**src/hdl/cfp_pkg.sv**
```systemverilog
// Shared types and constants for the checksummed frame parser.
`default_nettype none

package cfp_pkg;

	localparam int BYTE_W = 8;
	localparam int POS_W  = 6;
	localparam int PAIR_W = 4;

	localparam logic [BYTE_W-1:0] HEADER_RESET     = 8'hAA;
	localparam logic [POS_W-1:0]  MAX_LEN_RESET    = 6'd30;
	localparam logic [BYTE_W-1:0] MIN_FRAME_LENGTH = 8'd4;
	localparam logic [PAIR_W-1:0] MAX_PAIRS        = 4'd13;

	// Byte positions inside a frame
	localparam logic [POS_W-1:0] POS_HEADER  = 6'd0;
	localparam logic [POS_W-1:0] POS_LENGTH  = 6'd1;
	localparam logic [POS_W-1:0] POS_PAYLOAD = 6'd2;

	// Configuration register indexes
	localparam logic CFG_HEADER_BYTE      = 1'b0;
	localparam logic CFG_MAX_FRAME_LENGTH = 1'b1;

	typedef enum logic [1:0] {
		ST_RUN,
		ST_RD_COLOR,
		ST_RD_STATE,
		ST_LOAD
	} ctrl_state_t;

	typedef struct packed {
		logic              we;
		logic [POS_W-1:0]  waddr;
		logic [BYTE_W-1:0] wdata;
		logic              re;
		logic [POS_W-1:0]  raddr;
	} ram_req_t;

endpackage

`default_nettype wire

```
**src/hdl/checksummed_frame_parser.sv**
```systemverilog
// Top level of the checksummed frame parser: framing, checksum and pair readout.
//
//  channel | direction | handshake          | payload
//  --------+-----------+--------------------+----------------------------------
//  in      | in        | in_valid/in_stall  | in_byte
//  out     | out       | out_valid/out_stall| led_color, led_state, last_pair
//  cfg     | in        | cfg_we             | cfg_index, cfg_data
//
// After a frame whose checksum matches, the input stalls while the P pairs are read
// out of the frame buffer: each pair takes two reads on the single buffer read port
// and then an output load, which waits while the output stalls. Reset puts the
// parser in the hunting state and the registers at their defaults; the buffer is
// not cleared. A finished pair waits in the output register while the next byte is
// taken.
`default_nettype none

module checksummed_frame_parser #(
	parameter int BUFFER_DEPTH = 32
) (
	input  wire logic       clk,
	input  wire logic       arst_n,
	input  wire logic       in_valid,
	output logic            in_stall,
	input  wire logic [7:0] in_byte,
	output logic            out_valid,
	input  wire logic       out_stall,
	output logic [7:0]      led_color,
	output logic [7:0]      led_state,
	output logic            last_pair,
	input  wire logic       cfg_we,
	input  wire logic       cfg_index,
	input  wire logic [7:0] cfg_data
);

	localparam int PW = cfp_pkg::POS_W;
	localparam int BW = cfp_pkg::BYTE_W;
	localparam int KW = cfp_pkg::PAIR_W;

	cfp_pkg::ctrl_state_t state_q, state_d;

	logic [BW-1:0] header_q;
	logic [PW-1:0] max_len_q;

	logic [PW-1:0] pos_q, pos_d;
	logic [PW-1:0] len_q, len_d;
	logic [BW-1:0] sum_q, sum_d;

	logic [PW-1:0] ptr_q;
	logic [KW-1:0] pairs_left_q;

	logic          out_valid_q;
	logic [BW-1:0] color_q;
	logic [BW-1:0] state_byte_q;
	logic          last_q;
	logic [BW-1:0] color_hold_q;

	cfp_pkg::ram_req_t ram_req;
	logic [BW-1:0]     rd_data;

	logic          in_acc;
	logic          wr_en;
	logic          emit_go;
	logic          load_out;
	logic          slot_free;
	logic          len_bad;
	logic [PW-1:0] pos_inc;
	logic [PW-1:0] pairs_raw;
	logic [KW-1:0] pairs;

	cfp_frame_ram #(
		.DEPTH(BUFFER_DEPTH)
	) u_ram (
		.clk    (clk),
		.req    (ram_req),
		.rd_data(rd_data)
	);

	// configuration registers
	always_ff @(posedge clk or negedge arst_n) begin
		if (!arst_n) begin
			header_q  <= cfp_pkg::HEADER_RESET;
			max_len_q <= cfp_pkg::MAX_LEN_RESET;
		end else if (cfg_we) begin
			case (cfg_index)
				cfp_pkg::CFG_HEADER_BYTE:      header_q  <= cfg_data;
				cfp_pkg::CFG_MAX_FRAME_LENGTH: max_len_q <= cfg_data[PW-1:0];
				default: ;
			endcase
		end
	end

	assign in_acc    = in_valid && !in_stall;
	assign slot_free = !out_valid_q || !out_stall;
	assign pos_inc   = pos_q + PW'(1);
	assign pairs_raw = (len_q - PW'(3)) >> 1;
	assign pairs     = (pairs_raw > PW'(cfp_pkg::MAX_PAIRS)) ? cfp_pkg::MAX_PAIRS
	                                                         : pairs_raw[KW-1:0];
	assign len_bad   = (in_byte < cfp_pkg::MIN_FRAME_LENGTH)
	                || ({1'b0, in_byte} > {3'b000, max_len_q})
	                || ({1'b0, in_byte} > 9'(BUFFER_DEPTH));

	// per-byte framing step
	always_comb begin
		pos_d   = pos_q;
		len_d   = len_q;
		sum_d   = sum_q;
		wr_en   = 1'b0;
		emit_go = 1'b0;
		if (in_acc) begin
			if (pos_q == cfp_pkg::POS_HEADER) begin
				if (in_byte == header_q) begin
					wr_en = 1'b1;
					sum_d = in_byte;
					pos_d = cfp_pkg::POS_LENGTH;
				end
			end else if (pos_q == cfp_pkg::POS_LENGTH) begin
				if (len_bad) begin
					pos_d = cfp_pkg::POS_HEADER;
					len_d = '0;
					sum_d = '0;
				end else begin
					wr_en = 1'b1;
					len_d = in_byte[PW-1:0];
					sum_d = sum_q + in_byte;
					pos_d = cfp_pkg::POS_PAYLOAD;
				end
			end else if (pos_q >= len_q) begin
				pos_d = cfp_pkg::POS_HEADER;
				len_d = '0;
				sum_d = '0;
			end else begin
				wr_en = 1'b1;
				if (pos_inc < len_q) begin
					sum_d = sum_q + in_byte;
					pos_d = pos_inc;
				end else begin
					// checksum byte: compare and go back to hunting
					emit_go = (in_byte == sum_q) && (pairs != '0);
					pos_d   = cfp_pkg::POS_HEADER;
					len_d   = '0;
					sum_d   = '0;
				end
			end
		end
	end

	// control sequencer and buffer access
	always_comb begin
		state_d       = state_q;
		in_stall      = 1'b1;
		load_out      = 1'b0;
		ram_req.we    = wr_en;
		ram_req.waddr = pos_q;
		ram_req.wdata = in_byte;
		ram_req.re    = 1'b0;
		ram_req.raddr = ptr_q;
		case (state_q)
			cfp_pkg::ST_RUN: begin
				in_stall = 1'b0;
				if (emit_go) begin
					state_d = cfp_pkg::ST_RD_COLOR;
				end
			end
			cfp_pkg::ST_RD_COLOR: begin
				ram_req.re = 1'b1;
				state_d    = cfp_pkg::ST_RD_STATE;
			end
			cfp_pkg::ST_RD_STATE: begin
				ram_req.re    = 1'b1;
				ram_req.raddr = ptr_q + PW'(1);
				state_d       = cfp_pkg::ST_LOAD;
			end
			cfp_pkg::ST_LOAD: begin
				if (slot_free) begin
					load_out = 1'b1;
					state_d  = (pairs_left_q == KW'(1)) ? cfp_pkg::ST_RUN
					                                    : cfp_pkg::ST_RD_COLOR;
				end
			end
			default: state_d = cfp_pkg::ST_RUN;
		endcase
	end

	always_ff @(posedge clk or negedge arst_n) begin
		if (!arst_n) begin
			state_q      <= cfp_pkg::ST_RUN;
			pos_q        <= cfp_pkg::POS_HEADER;
			len_q        <= '0;
			sum_q        <= '0;
			ptr_q        <= cfp_pkg::POS_PAYLOAD;
			pairs_left_q <= '0;
			out_valid_q  <= 1'b0;
		end else begin
			state_q <= state_d;
			pos_q   <= pos_d;
			len_q   <= len_d;
			sum_q   <= sum_d;
			if (emit_go) begin
				ptr_q        <= cfp_pkg::POS_PAYLOAD;
				pairs_left_q <= pairs;
			end else if (load_out) begin
				ptr_q        <= ptr_q + PW'(2);
				pairs_left_q <= pairs_left_q - KW'(1);
			end
			if (load_out) begin
				out_valid_q <= 1'b1;
			end else if (!out_stall) begin
				out_valid_q <= 1'b0;
			end
		end
	end

	// output payload
	always_ff @(posedge clk) begin
		if (state_q == cfp_pkg::ST_RD_STATE) begin
			color_hold_q <= rd_data;
		end
		if (load_out) begin
			color_q      <= color_hold_q;
			state_byte_q <= rd_data;
			last_q       <= (pairs_left_q == KW'(1));
		end
	end

	assign out_valid = out_valid_q;
	assign led_color = color_q;
	assign led_state = state_byte_q;
	assign last_pair = last_q;

	a_pairs_nonzero: assert property (@(posedge clk) disable iff (!arst_n)
		(state_q != cfp_pkg::ST_RUN) |-> (pairs_left_q != '0))
		else $error("pair readout running with no pairs left");

	a_ptr_in_buffer: assert property (@(posedge clk) disable iff (!arst_n)
		(state_q != cfp_pkg::ST_RUN) |-> (32'(ptr_q) + 32'd1 < 32'(BUFFER_DEPTH)))
		else $error("pair read beyond frame buffer");

	a_last_ends_readout: assert property (@(posedge clk) disable iff (!arst_n)
		(load_out && pairs_left_q == KW'(1)) |=> (state_q == cfp_pkg::ST_RUN && last_pair))
		else $error("last pair did not end readout");

	a_pos_below_len: assert property (@(posedge clk) disable iff (!arst_n)
		(pos_q >= cfp_pkg::POS_PAYLOAD) |-> (pos_q < len_q))
		else $error("byte position past frame length");

endmodule

`default_nettype wire

```
**src/hdl/cfp_frame_ram.sv**
```systemverilog
// Frame byte buffer: one write port, one registered read port.
`default_nettype none

module cfp_frame_ram #(
	parameter int DEPTH = 32
) (
	input  wire logic                     clk,
	input  wire cfp_pkg::ram_req_t        req,
	output logic [cfp_pkg::BYTE_W-1:0]    rd_data
);

	localparam int AW = (DEPTH > 1) ? $clog2(DEPTH) : 1;

	logic [cfp_pkg::BYTE_W-1:0] mem [DEPTH];
	logic [cfp_pkg::BYTE_W-1:0] rd_data_q;

	always_ff @(posedge clk) begin
		if (req.we) begin
			mem[AW'(req.waddr)] <= req.wdata;
		end
	end

	// hold read data while no read is issued
	always_ff @(posedge clk) begin
		if (req.re) begin
			rd_data_q <= mem[AW'(req.raddr)];
		end
	end

	assign rd_data = rd_data_q;

endmodule

`default_nettype wire

```
**config.mk**
```make
export PLATFORM = sky130hd
export DESIGN_NAME = checksummed_frame_parser
export DESIGN_NICKNAME = d
export VERILOG_FILES = /design/src/hdl/cfp_pkg.sv /design/src/hdl/checksummed_frame_parser.sv /design/src/hdl/cfp_frame_ram.sv
export SDC_FILE = /design/constraint.sdc
export NUM_CORES = 1
export LEC_CHECK = 0
export ABC_AREA = 1
export BUFFER_PORTS_ARGS = -buffer_cell sky130_fd_sc_hd__buf_2
export CAP_MARGIN = 30
export CORE_ASPECT_RATIO = 0.7
export CORE_MARGIN = 2
export CORE_UTILIZATION = 48
export CTS_CLUSTER_SIZE = 20
export DETAILED_ROUTE_END_ITERATION = 10
export PLACE_DENSITY_LB_ADDON = 0.1
export SYNTH_ARGS = -nofsm -noshare
export SYNTH_HDL_FRONTEND = slang
export SYNTH_SLANG_ARGS = --single-unit
```
**constraint.sdc**
```tcl
create_clock -name clk -period 2.6 [get_ports clk]
set_input_delay 0.39 -clock clk [delete_from_list [all_inputs] [get_ports clk]]
set_output_delay 0.39 -clock clk [all_outputs]
set_load 0.01 [all_outputs]
```
==> metrics.txt, run 1 <==
Distinct cells, synth 45; Synth async-reset ratio 0.135; Syn Inst Count 1276; FF+latch count, synth 334; H-Tree Depth 2; global-route wire length before repair 58200 microns; class of the worst hold path in2reg; share of post-route cells with drive strength above 1 0.179; via count 10198; Power, Total around 0.017 W; area of the multi-input gates 4240 sq um; post-route setup TNS 0 ps; vias in the first global route a little under 10000; initial antenna violation count 2; Final Critical Period 2490 ps; drt pass-1 iters 5; crit-path max cell delay roughly 380 ps; syn_area_per_cell 11.5 sq um; Setup CP Type reg2reg; Slew HR 0.609; Synth Area in XOR/XNOR 0.00835; I/O pin count 41; Final Non-Filler Cells 1841; worst flop-to-flop path endpoint u_ram.rd_data[3]; post-synthesis sequential area ratio 0.669; register area 9820 sq um; final hold viol count 0; IO Port Bufs 40; number of flops mapped to enable cells by yosys 289; Site Rows 53; Mapped Area between 10000 and 15000 sq um; pwr/cell area 1020 nW/um^2; CTS root buffer clkbuf_16; antenna-violating nets left 0; CTS tree built; run status complete, no violations; WP data arrival 2850 ps; period utilization 0.956; Worst-path clk slew about 60 ps; gr usage total 0.244; crit-path max FO 44; syn nets ~1300; Crit path required time 2960 ps; RSZ-0062 raised after global routing yes; pin count of the biggest net entering global routing 69; worst clock skew 21.1 ps; drt via density 5.54; initial core utilization 0.489; Reg-to-Reg Start state_q[0]; Post-Route WL 37700 microns; maximum operating frequency 402 MHz; crit path from state_q[0]; Worst-Margin Slew ~580 ps; Cells after DPL between 1500 and 2000; post-DP HPWL between 20000 and 30000 microns; RD Place Congestion 0.839; Routed WL per cell 20.5 microns; Residual DRC 0; Peak VDD IR 0.584 mV; Post-Synth Simple-Gate Area 0.128; CP max stage cell dfrtp_1; CTS Buffer Depth 3; clk_lat worst skew ~530 ps; YS warnings 0; R2R cell count 11; core region area 30000 sq um; Die X 213 microns; mux contribution to synthesized area 0.00153; leakage dissipation 6.46 nW; cts bufs inserted 34; gr ovfl total 0; crit start category flip-flop; Synth Area in Adders 0.0329; Max Slew Vio Count 0; dominant synthesized flop cell edfxtp_1; CP endpoint kind flip-flop; area added between synthesis and finish 17.1%; clock sinks 334; main combinational cell family by area after synthesis simple AND/OR/NAND/NOR gates; Chip Height 150 microns; r2r setup slk between 100 and 150 ps; most frequent CP cell o21ai_0; fin nets 1465; first-iteration detailed-routing DRC count 979; # fillers 2531; MaxCap Viol Count 0; post-synthesis compound-gate area fraction 0.114; Final Setup Violations 0; worst setup path end u_ram.rd_data[3]; CP cell instances inv_1, ha_4, buf_4, buf_12, o21ai_0, o22ai_1, o21ai_0, o21ai_0, buf_4, nand2_1, nand2_1; die area about 32000 sq um; hold-critical path depth 3
[repair_timing]
item	CTS	global route
hold buffers	1	0
endpoints found under the hold margin	19	0
endpoints found under the setup margin	0	94
gates resized for setup	0	14
setup buffers	0	5
[layer usage]
layer  up-vias  GRT usage  part of all wire
met5         -          0                 0
met4         0     0.0545             0.015
met3        44     0.0513             0.082
met2       383      0.341              0.42
met1      4963      0.386              0.48
li1       4808          -                 -
[layout by cell type, fill, tap and decap left out, types with 5 or more instances in the layout]
cell       count
edfxtp_1     289
o21ai_0      165
buf_2         40
nor3_1        10
dfrtp_1       34
nand4_1        8
nand2_1      118
xor2_1         8
clkinv_2       9
o22ai_1       27
clkbuf_16     37
inv_1         92
a21oi_1       27
nand2_4        5
dfstp_2        9
ha_1          36
nand3_1       55
o21ai_1        8
buf_4        112
o31ai_1        8
xnor2_1        6
o221ai_1      41
buf_12         5
nor2_1       216
inv_2          5
clkinv_1       7
[cell usage after synthesis (6+ instances only)]
master,number,share of area
o21ai_1,8,0.0027
inv_1,92,0.024
buf_2,19,0.0065
o21ai_0,165,0.056
dfrtp_1,36,0.061
dfstp_2,9,0.016
clkbuf_1,39,0.010
inv_2,6,0.0015
o221ai_1,42,0.025
o31ai_1,8,0.0041
edfxtp_1,289,0.59
nand4_1,8,0.0034
nor2_1,219,0.056
nand2_1,123,0.031
nand3_1,55,0.019
ha_1,37,0.032
xnor2_1,6,0.0036
nor3_1,10,0.0034
o22ai_1,27,0.012
xor2_1,8,0.0048
a21oi_1,27,0.0092
[how the worst min path moves through the flow]
stage | slack (ps) | to | start
floorplan | 90 | header_q[0] | arst_n
global placement | 390 | out_valid | arst_n
detailed placement | 400 | out_valid | arst_n
CTS | 80 | out_valid | out_stall
global route | 100 | out_valid | out_stall
finish | 100 | out_valid | out_stall
[worst max-delay path: cells and delay by family (launching register included)]
kind | cells | cell delay [ps]
compound gates | 4 | 850
fa+ha+maj | 1 | 170
buf+inv | 4 | 670
flops | 1 | 380
simple gates | 2 | 240
[state kept, by name, summed over array words and instances (netlist names), 8 cells and up]
register,cells
sum_q,8
u_ram.mem,256
u_ram.rd_data,8
header_q,8
color_hold_q,8
led_color,8
led_state,8
[power by group]
group | total, W | internal [W] | switching, W
Sequential | 0.00668 | 0.00643 | 0.000249
Clock | 0.00478 | 0.00277 | 0.00201
Combinational | 0.00600 | 0.00201 | 0.00399
[kinds of logic (layout without fill, tap and decap cells)]
kind of cell,Yosys count,in the layout
simple gates,436,436
flops,334,334
compound gates,287,287
buf+inv,165,317
fa+ha+maj,38,38
xor+xnor,14,14
mux,2,2
other cells,0,1
[area by class of cell]
| cell class | count | share of cell area |
|---|---|---|
| diodes | 1 | 0.000146 |
| clock buffers | 41 | 0.0548 |
| clock inverters | 18 | 0.00801 |
| inverters | 100 | 0.0220 |
| multi-input cells | 777 | 0.247 |
| flip-flops and latches | 334 | 0.571 |
| well taps | 412 | 0.0300 |
| repair buffers | 158 | 0.0670 |
[through the flow]
stage	setup WS, ps	hold slack (ps)	area, sq um	util
after floorplan	137	94.4	14700	-
after global placement	7.73	389	16000	0.533
after detailed placement	22.6	397	16000	0.533
after CTS	3.45	83.4	17100	0.569
after global routing	-41.8	101	17200	0.572
final	114	104	17200	0.572
No activity file was read; power rests on OpenSTA's default activity.
==> run 2, diff against run 1 <==
--- a/config.mk
+++ b/config.mk
@@ -8,7 +8,6 @@
 export ABC_AREA = 1
 export BUFFER_PORTS_ARGS = -buffer_cell sky130_fd_sc_hd__buf_2
 export CAP_MARGIN = 30
-export CORE_ASPECT_RATIO = 0.7
 export CORE_MARGIN = 2
 export CORE_UTILIZATION = 48
 export CTS_CLUSTER_SIZE = 20
==> constraint.sdc (replaced) <==
create_clock -name clk -period 2.7 [get_ports clk]
set_input_delay 0.405 -clock clk [delete_from_list [all_inputs] [get_ports clk]]
set_output_delay 0.405 -clock clk [all_outputs]
set_load 0.01 [all_outputs]
==> metrics.txt, run 2 (synthesis results as in run 1) <==
Peak VDD IR 0.589 mV (+0.77%); worst clock skew 12.4 ps (-8.62 ps); period utilization 0.928 (-0.0279); post-route setup TNS 0 ps (unchanged); met2 WL 18000 microns (+14%); Largest Register u_ram.mem; cts bufs inserted 36 (+5.9%); share of post-route cells with drive strength above 1 0.159 (-0.0200); Routed WL per cell 20.8 microns (+1.5%); H-Tree Depth 2 (unchanged); Site Rows 64 (+21%); RSZ-0062 raised after global routing no; IO Port Bufs 40 (unchanged); clk_lat worst skew 520 ps (about the same); Setup WS post-layout 194 ps (+79.8 ps); I/O pin count 41 (unchanged); setup bufs post-CTS 0 (unchanged); gr usage total 0.239 (-0.00496); Power, Total 0.0169 W (-2.9%); Max Slew Vio Count 0 (unchanged); most frequent cells in the layout edfxtp_1 (289), nor2_1 (217), o21ai_0 (165), nand2_1 (121), inv_1 (92); fin nets 1439 (-1.8%); first-iteration detailed-routing DRC count 908 (-7.3%); Final Setup Violations 0 (unchanged); pwr/cell area 994 nW/um^2 (-2.1%); Worst-path clk slew 60 ps (about the same); drt via density 5.54 (about the same); gr ovfl total 0 (unchanged); CTS tree built; maximum operating frequency 399 MHz (-0.81%); CTS Buffer Depth 3 (unchanged); met3 wire len 2090 microns (-32%); Crit path required time 2970 ps (about the same); Residual DRC 0 (unchanged); initial antenna violation count 1 (-1); class of the worst hold path in2reg; RD Place Congestion 0.848 (+0.99%); Slew HR 0.571 (-0.0381); DP Area 15800 sq um (-1.0%); Final Core Density 0.562 (-0.0104); cell area after layout 17000 sq um (-0.81%); final hold viol count 0 (unchanged); ANT cells 0 (-1); pre-CTS setup slack 183 ps (+161 ps); drt pass-1 iters 5 (unchanged); Final Critical Period 2510 ps (+20.2 ps); post-DP HPWL 24500 microns (-2.6%); CTS root buffer clkbuf_16; global-route wire length before repair 57300 microns (-1.6%); crit-path max FO 26 (-41%); vias in the first global route 9651 (+0.10%); Largest register FFs 256 (unchanged); antenna-violating nets left 0 (unchanged); DRT met1 WL 16400 microns (-9.6%); run status complete, no violations; area of the multi-input gates 4210 sq um (-0.68%); Setup CP Type reg2reg; most common library cell in the layout ignoring fill and taps edfxtp_1; crit start category flip-flop; register area 9820 sq um (about the same); leakage dissipation 6.37 nW (-1.3%); area added between synthesis and finish 16.1%; # fillers 2599 (+2.7%); MaxCap Viol Count 0 (unchanged); uppermost layer routed met4; Chip Height 179 microns (+19%); core region area 30300 sq um (+1.0%); Post-Route WL 37400 microns (-0.68%); CP endpoint kind flip-flop; pin count of the biggest net entering global routing 65 (-5.8%); Worst-Margin Slew 643 ps (+61.8 ps); initial core utilization 0.484 (-0.00498); die area 32000 sq um (about the same); WP data arrival 2770 ps (-80 ps); Die X 179 microns (-16%); via count 9990 (-2.0%); clock sinks 334 (unchanged)
## run 2: path summary, 6_finish.rpt
path | start | endpoint | slack [ps] | cells after the start
max | state_q[0] | u_ram.rd_data[6] | 190 | 10
min | cfg_data[6] | header_q[6] | 120 | 2
max reg2reg | state_q[0] | u_ram.rd_data[6] | 190 | 10
min reg2reg | color_hold_q[6] | led_color[6] | 420 | 0
max in group asynchronous | arst_n | header_q[3] | 1550 | 3
min in group asynchronous | arst_n | out_valid | 350 | 2
## run 2: what timing repair did
| item | CTS | global route |
|---|---|---|
| gates resized for setup | 0 | 4 |
| endpoints found under the hold margin | 12 | 0 |
| hold buffers | 1 | 0 |
| endpoints found under the setup margin | 0 | 16 |
## run 2: layer usage
layer | GRT usage | up-vias
met2 | 0.387 | 287
met1 | 0.338 | 4891
li1 | - | 4756
met4 | 0.0647 | 0
met5 | 0 | -
met3 | 0.0329 | 56
## run 2: stage by stage
stage,hold WS (ps),std cells
finish,121,1802
global placement,340,1736
CTS,103,1802
floorplan,109,1276
global route,112,1802
detailed placement,336,1736
## run 2: critical path: stages, from the launching register on
cell and delay [ps]:
dfrtp_1 400, inv_1 180, ha_4 190, clkinv_2 140, buf_4 260, o21ai_0 180
o221ai_1 160, nand3_1 170, o21ai_0 190, buf_4 200, o21a_1 180
## run 2: where the power goes
part	switching (W)	internal (W)
sequential	0.000248	0.00619
combinational	0.00374	0.00187
clock	0.00198	0.00291
## run 2: cell type report
class	instances	share of cell area
multi-input cells	777	0.247
repair buffers	130	0.0567
well taps	396	0.0291
inverters	100	0.0221
clock inverters	19	0.0105
clock buffers	46	0.0587
flip-flops and latches	334	0.576
==> run 3, diff against run 2 <==
--- a/config.mk
+++ b/config.mk
@@ -15,4 +15,5 @@
 export PLACE_DENSITY_LB_ADDON = 0.1
 export SYNTH_ARGS = -nofsm -noshare
 export SYNTH_HDL_FRONTEND = slang
+export SYNTH_HIERARCHICAL = 1
 export SYNTH_SLANG_ARGS = --single-unit
==> metrics.txt, run 3 <==
grt met1 use 0.313 (-0.0255); DP Area 16100 sq um (+1.6%); # fillers 2634 (+1.3%); busiest grt layer met2; period utilization 0.950 (+0.0218); I/O pin count 41 (unchanged); met3 usage 0.0318 (-0.00102); maximum operating frequency 390 MHz (-2.3%); CP max stage cell dfstp_2; vias in the first global route 10101 (+4.7%); grt met2 use 0.389 (+0.00117); Max Slew Vio Count 0 (unchanged); post-route setup TNS 0 ps (unchanged); final hold viol count 0 (unchanged); antenna-violating nets left 0 (unchanged); most common library cell in the layout ignoring fill and taps nand2_1; initial core utilization 0.490 (+0.00660); cell area after layout 17500 sq um (+2.7%); RD Place Congestion 0.826 (-2.5%); drt pass-1 iters 5 (unchanged); RSZ-0062 raised after global routing yes; Slew HR 0.546 (-0.0248); pwr/cell area 976 nW/um^2 (-1.8%); Die X 181 microns (+1.3%); Mapped Area 15100 sq um (+2.7%); worst clock skew 15.1 ps (+2.64 ps); die area 32800 sq um (+2.6%); syn_area_per_cell 10.8 sq um (-6.3%); Residual DRC 0 (unchanged); crit-path max cell delay 530 ps (+130 ps); global-route wire length before repair 57800 microns (+0.94%); Largest register FFs 256 (unchanged); class of the worst hold path in2reg; CP endpoint kind flip-flop; via count 10281 (+2.9%); most frequent cells in the layout nand2_1 (451), edfxtp_1 (289), nand3_1 (239), buf_4 (85), inv_1 (83); YS warnings 6 (+6); cts bufs inserted 36 (unchanged); Routed WL per cell 19.1 microns (-8.2%); Crit path required time 2920 ps (-50 ps); gr usage total 0.230 (-0.00899); gr ovfl total 0 (unchanged); share of post-route cells with drive strength above 1 0.169 (+0.0101); fin nets 1574 (+9.4%); WP data arrival 2790 ps (+20 ps); CTS tree built; Worst-Margin Slew 681 ps (+37.9 ps); drt via density 5.31 (-4.3%); Setup CP Type reg2reg; ANT cells 0 (unchanged); Chip Height 181 microns (+1.3%); Post-Route WL 36900 microns (-1.3%); initial antenna violation count 0 (-1); Final Setup Violations 0 (unchanged); Syn Inst Count 1398 (+9.6%); Site Rows 64 (unchanged); CTS root buffer clkbuf_16; crit-path max FO 8 (-69%); first-iteration detailed-routing DRC count 746 (-18%); CP cell instances inv_1, ha_1, nand2_1, inv_1, nand2_1, nand2_1, nand2_1, nand2_1, nand2_1, nand3_2, nand2_1, o21ai_1, inv_2, nand3_1, buf_12, nor2_1, buf_6; r2r setup slk 140 ps (-60 ps); syn nets 1457 (+9.1%); post-DP HPWL 24100 microns (-1.8%); pin count of the biggest net entering global routing 129 (+98%); Worst-path clk slew 60 ps (about the same); core region area 30700 sq um (+1.3%); IO Port Bufs 40 (unchanged); clk_lat worst skew 520 ps (about the same); Peak VDD IR 0.642 mV (+9.1%); Final Critical Period 2560 ps (+58.8 ps); MaxCap Viol Count 0 (unchanged); CTS Buffer Depth 3 (unchanged); Largest Register u_ram/mem; area added between synthesis and finish 16.2% (about the same); H-Tree Depth 2 (unchanged); most frequent CP cell nand2_1; run status complete, no violations; clock sinks 334 (unchanged); crit start category flip-flop; leakage dissipation 7.05 nW (+11%)
[run 3: area by class of cell]
| cell class | count | area [sq um] | share of cell area |
|---|---|---|---|
| clock inverter | 19 | 194 | 0.0111 |
| sequential | 334 | 9820 | 0.561 |
| tap | 396 | 495 | 0.0283 |
| inverter | 89 | 335 | 0.0191 |
| multi-input combinational | 915 | 4680 | 0.267 |
| clock buffer | 45 | 956 | 0.0546 |
| timing repair buffer | 139 | 1040 | 0.0593 |
[run 3: final timing paths]
check,cells after the start,from,to
worst max-delay path,17,max_len_q[3],u_ram/mem[14][7]
worst min-delay path,2,cfg_data[7],header_q[7]
worst max register to register,17,max_len_q[3],u_ram/mem[14][7]
worst min register to register,0,color_hold_q[5],led_color[5]
max in group asynchronous,3,arst_n,max_len_q[4]
min in group asynchronous,2,arst_n,ptr_q[2]
[run 3: per-stage QoR]
step	instances	power, W	worst slack (ps)	util	hold WS, ps
after detailed placement	1869	0.0123	-283	0.524	392
after global routing	1937	0.0181	-38.2	0.570	126
after floorplan	1398	0.0106	88.9	-	109
final	1937	0.0171	135	0.570	129
after global placement	1869	0.0123	-264	0.524	383
after CTS	1934	0.0172	-51.6	0.565	109
[run 3: per-layer routing]
metal | share of wire | vias up | wire, microns
met5 | 0 | - | 0
met4 | 0.021 | 0 | 758
met3 | 0.050 | 50 | 1840
met2 | 0.50 | 281 | 18400
met1 | 0.43 | 4931 | 15900
li1 | - | 5019 | -
[run 3: repair_timing]
| action | in CTS | in global routing |
|---|---|---|
| hold buffers | 1 | 0 |
| resized for setup | 37 | 26 |
| setup endpoints to repair | 216 | 284 |
| endpoints found under the hold margin | 16 | 0 |
| cloned | 0 | 0 |
| buffers inserted | 0 | 3 |
| pin swaps | 0 | 10 |
[run 3: critical path, delay by kind of cell (launching register included)]
family                   cells  cell delay, ps
AND/OR/NAND/NOR             10             780
flip-flops                   1             530
AO/OA/AOI/OAI                1              90
buffers and inverters        5             570
adder cells (fa/ha/maj)      1             290
[run 3: where the power goes]
part / total (W) / switching (W) / internal [W]
clock: 0.00483 / 0.00193 / 0.00289
sequential: 0.00644 / 0.000251 / 0.00619
combinational: 0.00583 / 0.00396 / 0.00187
total: 0.0171 / 0.00615 / 0.0110
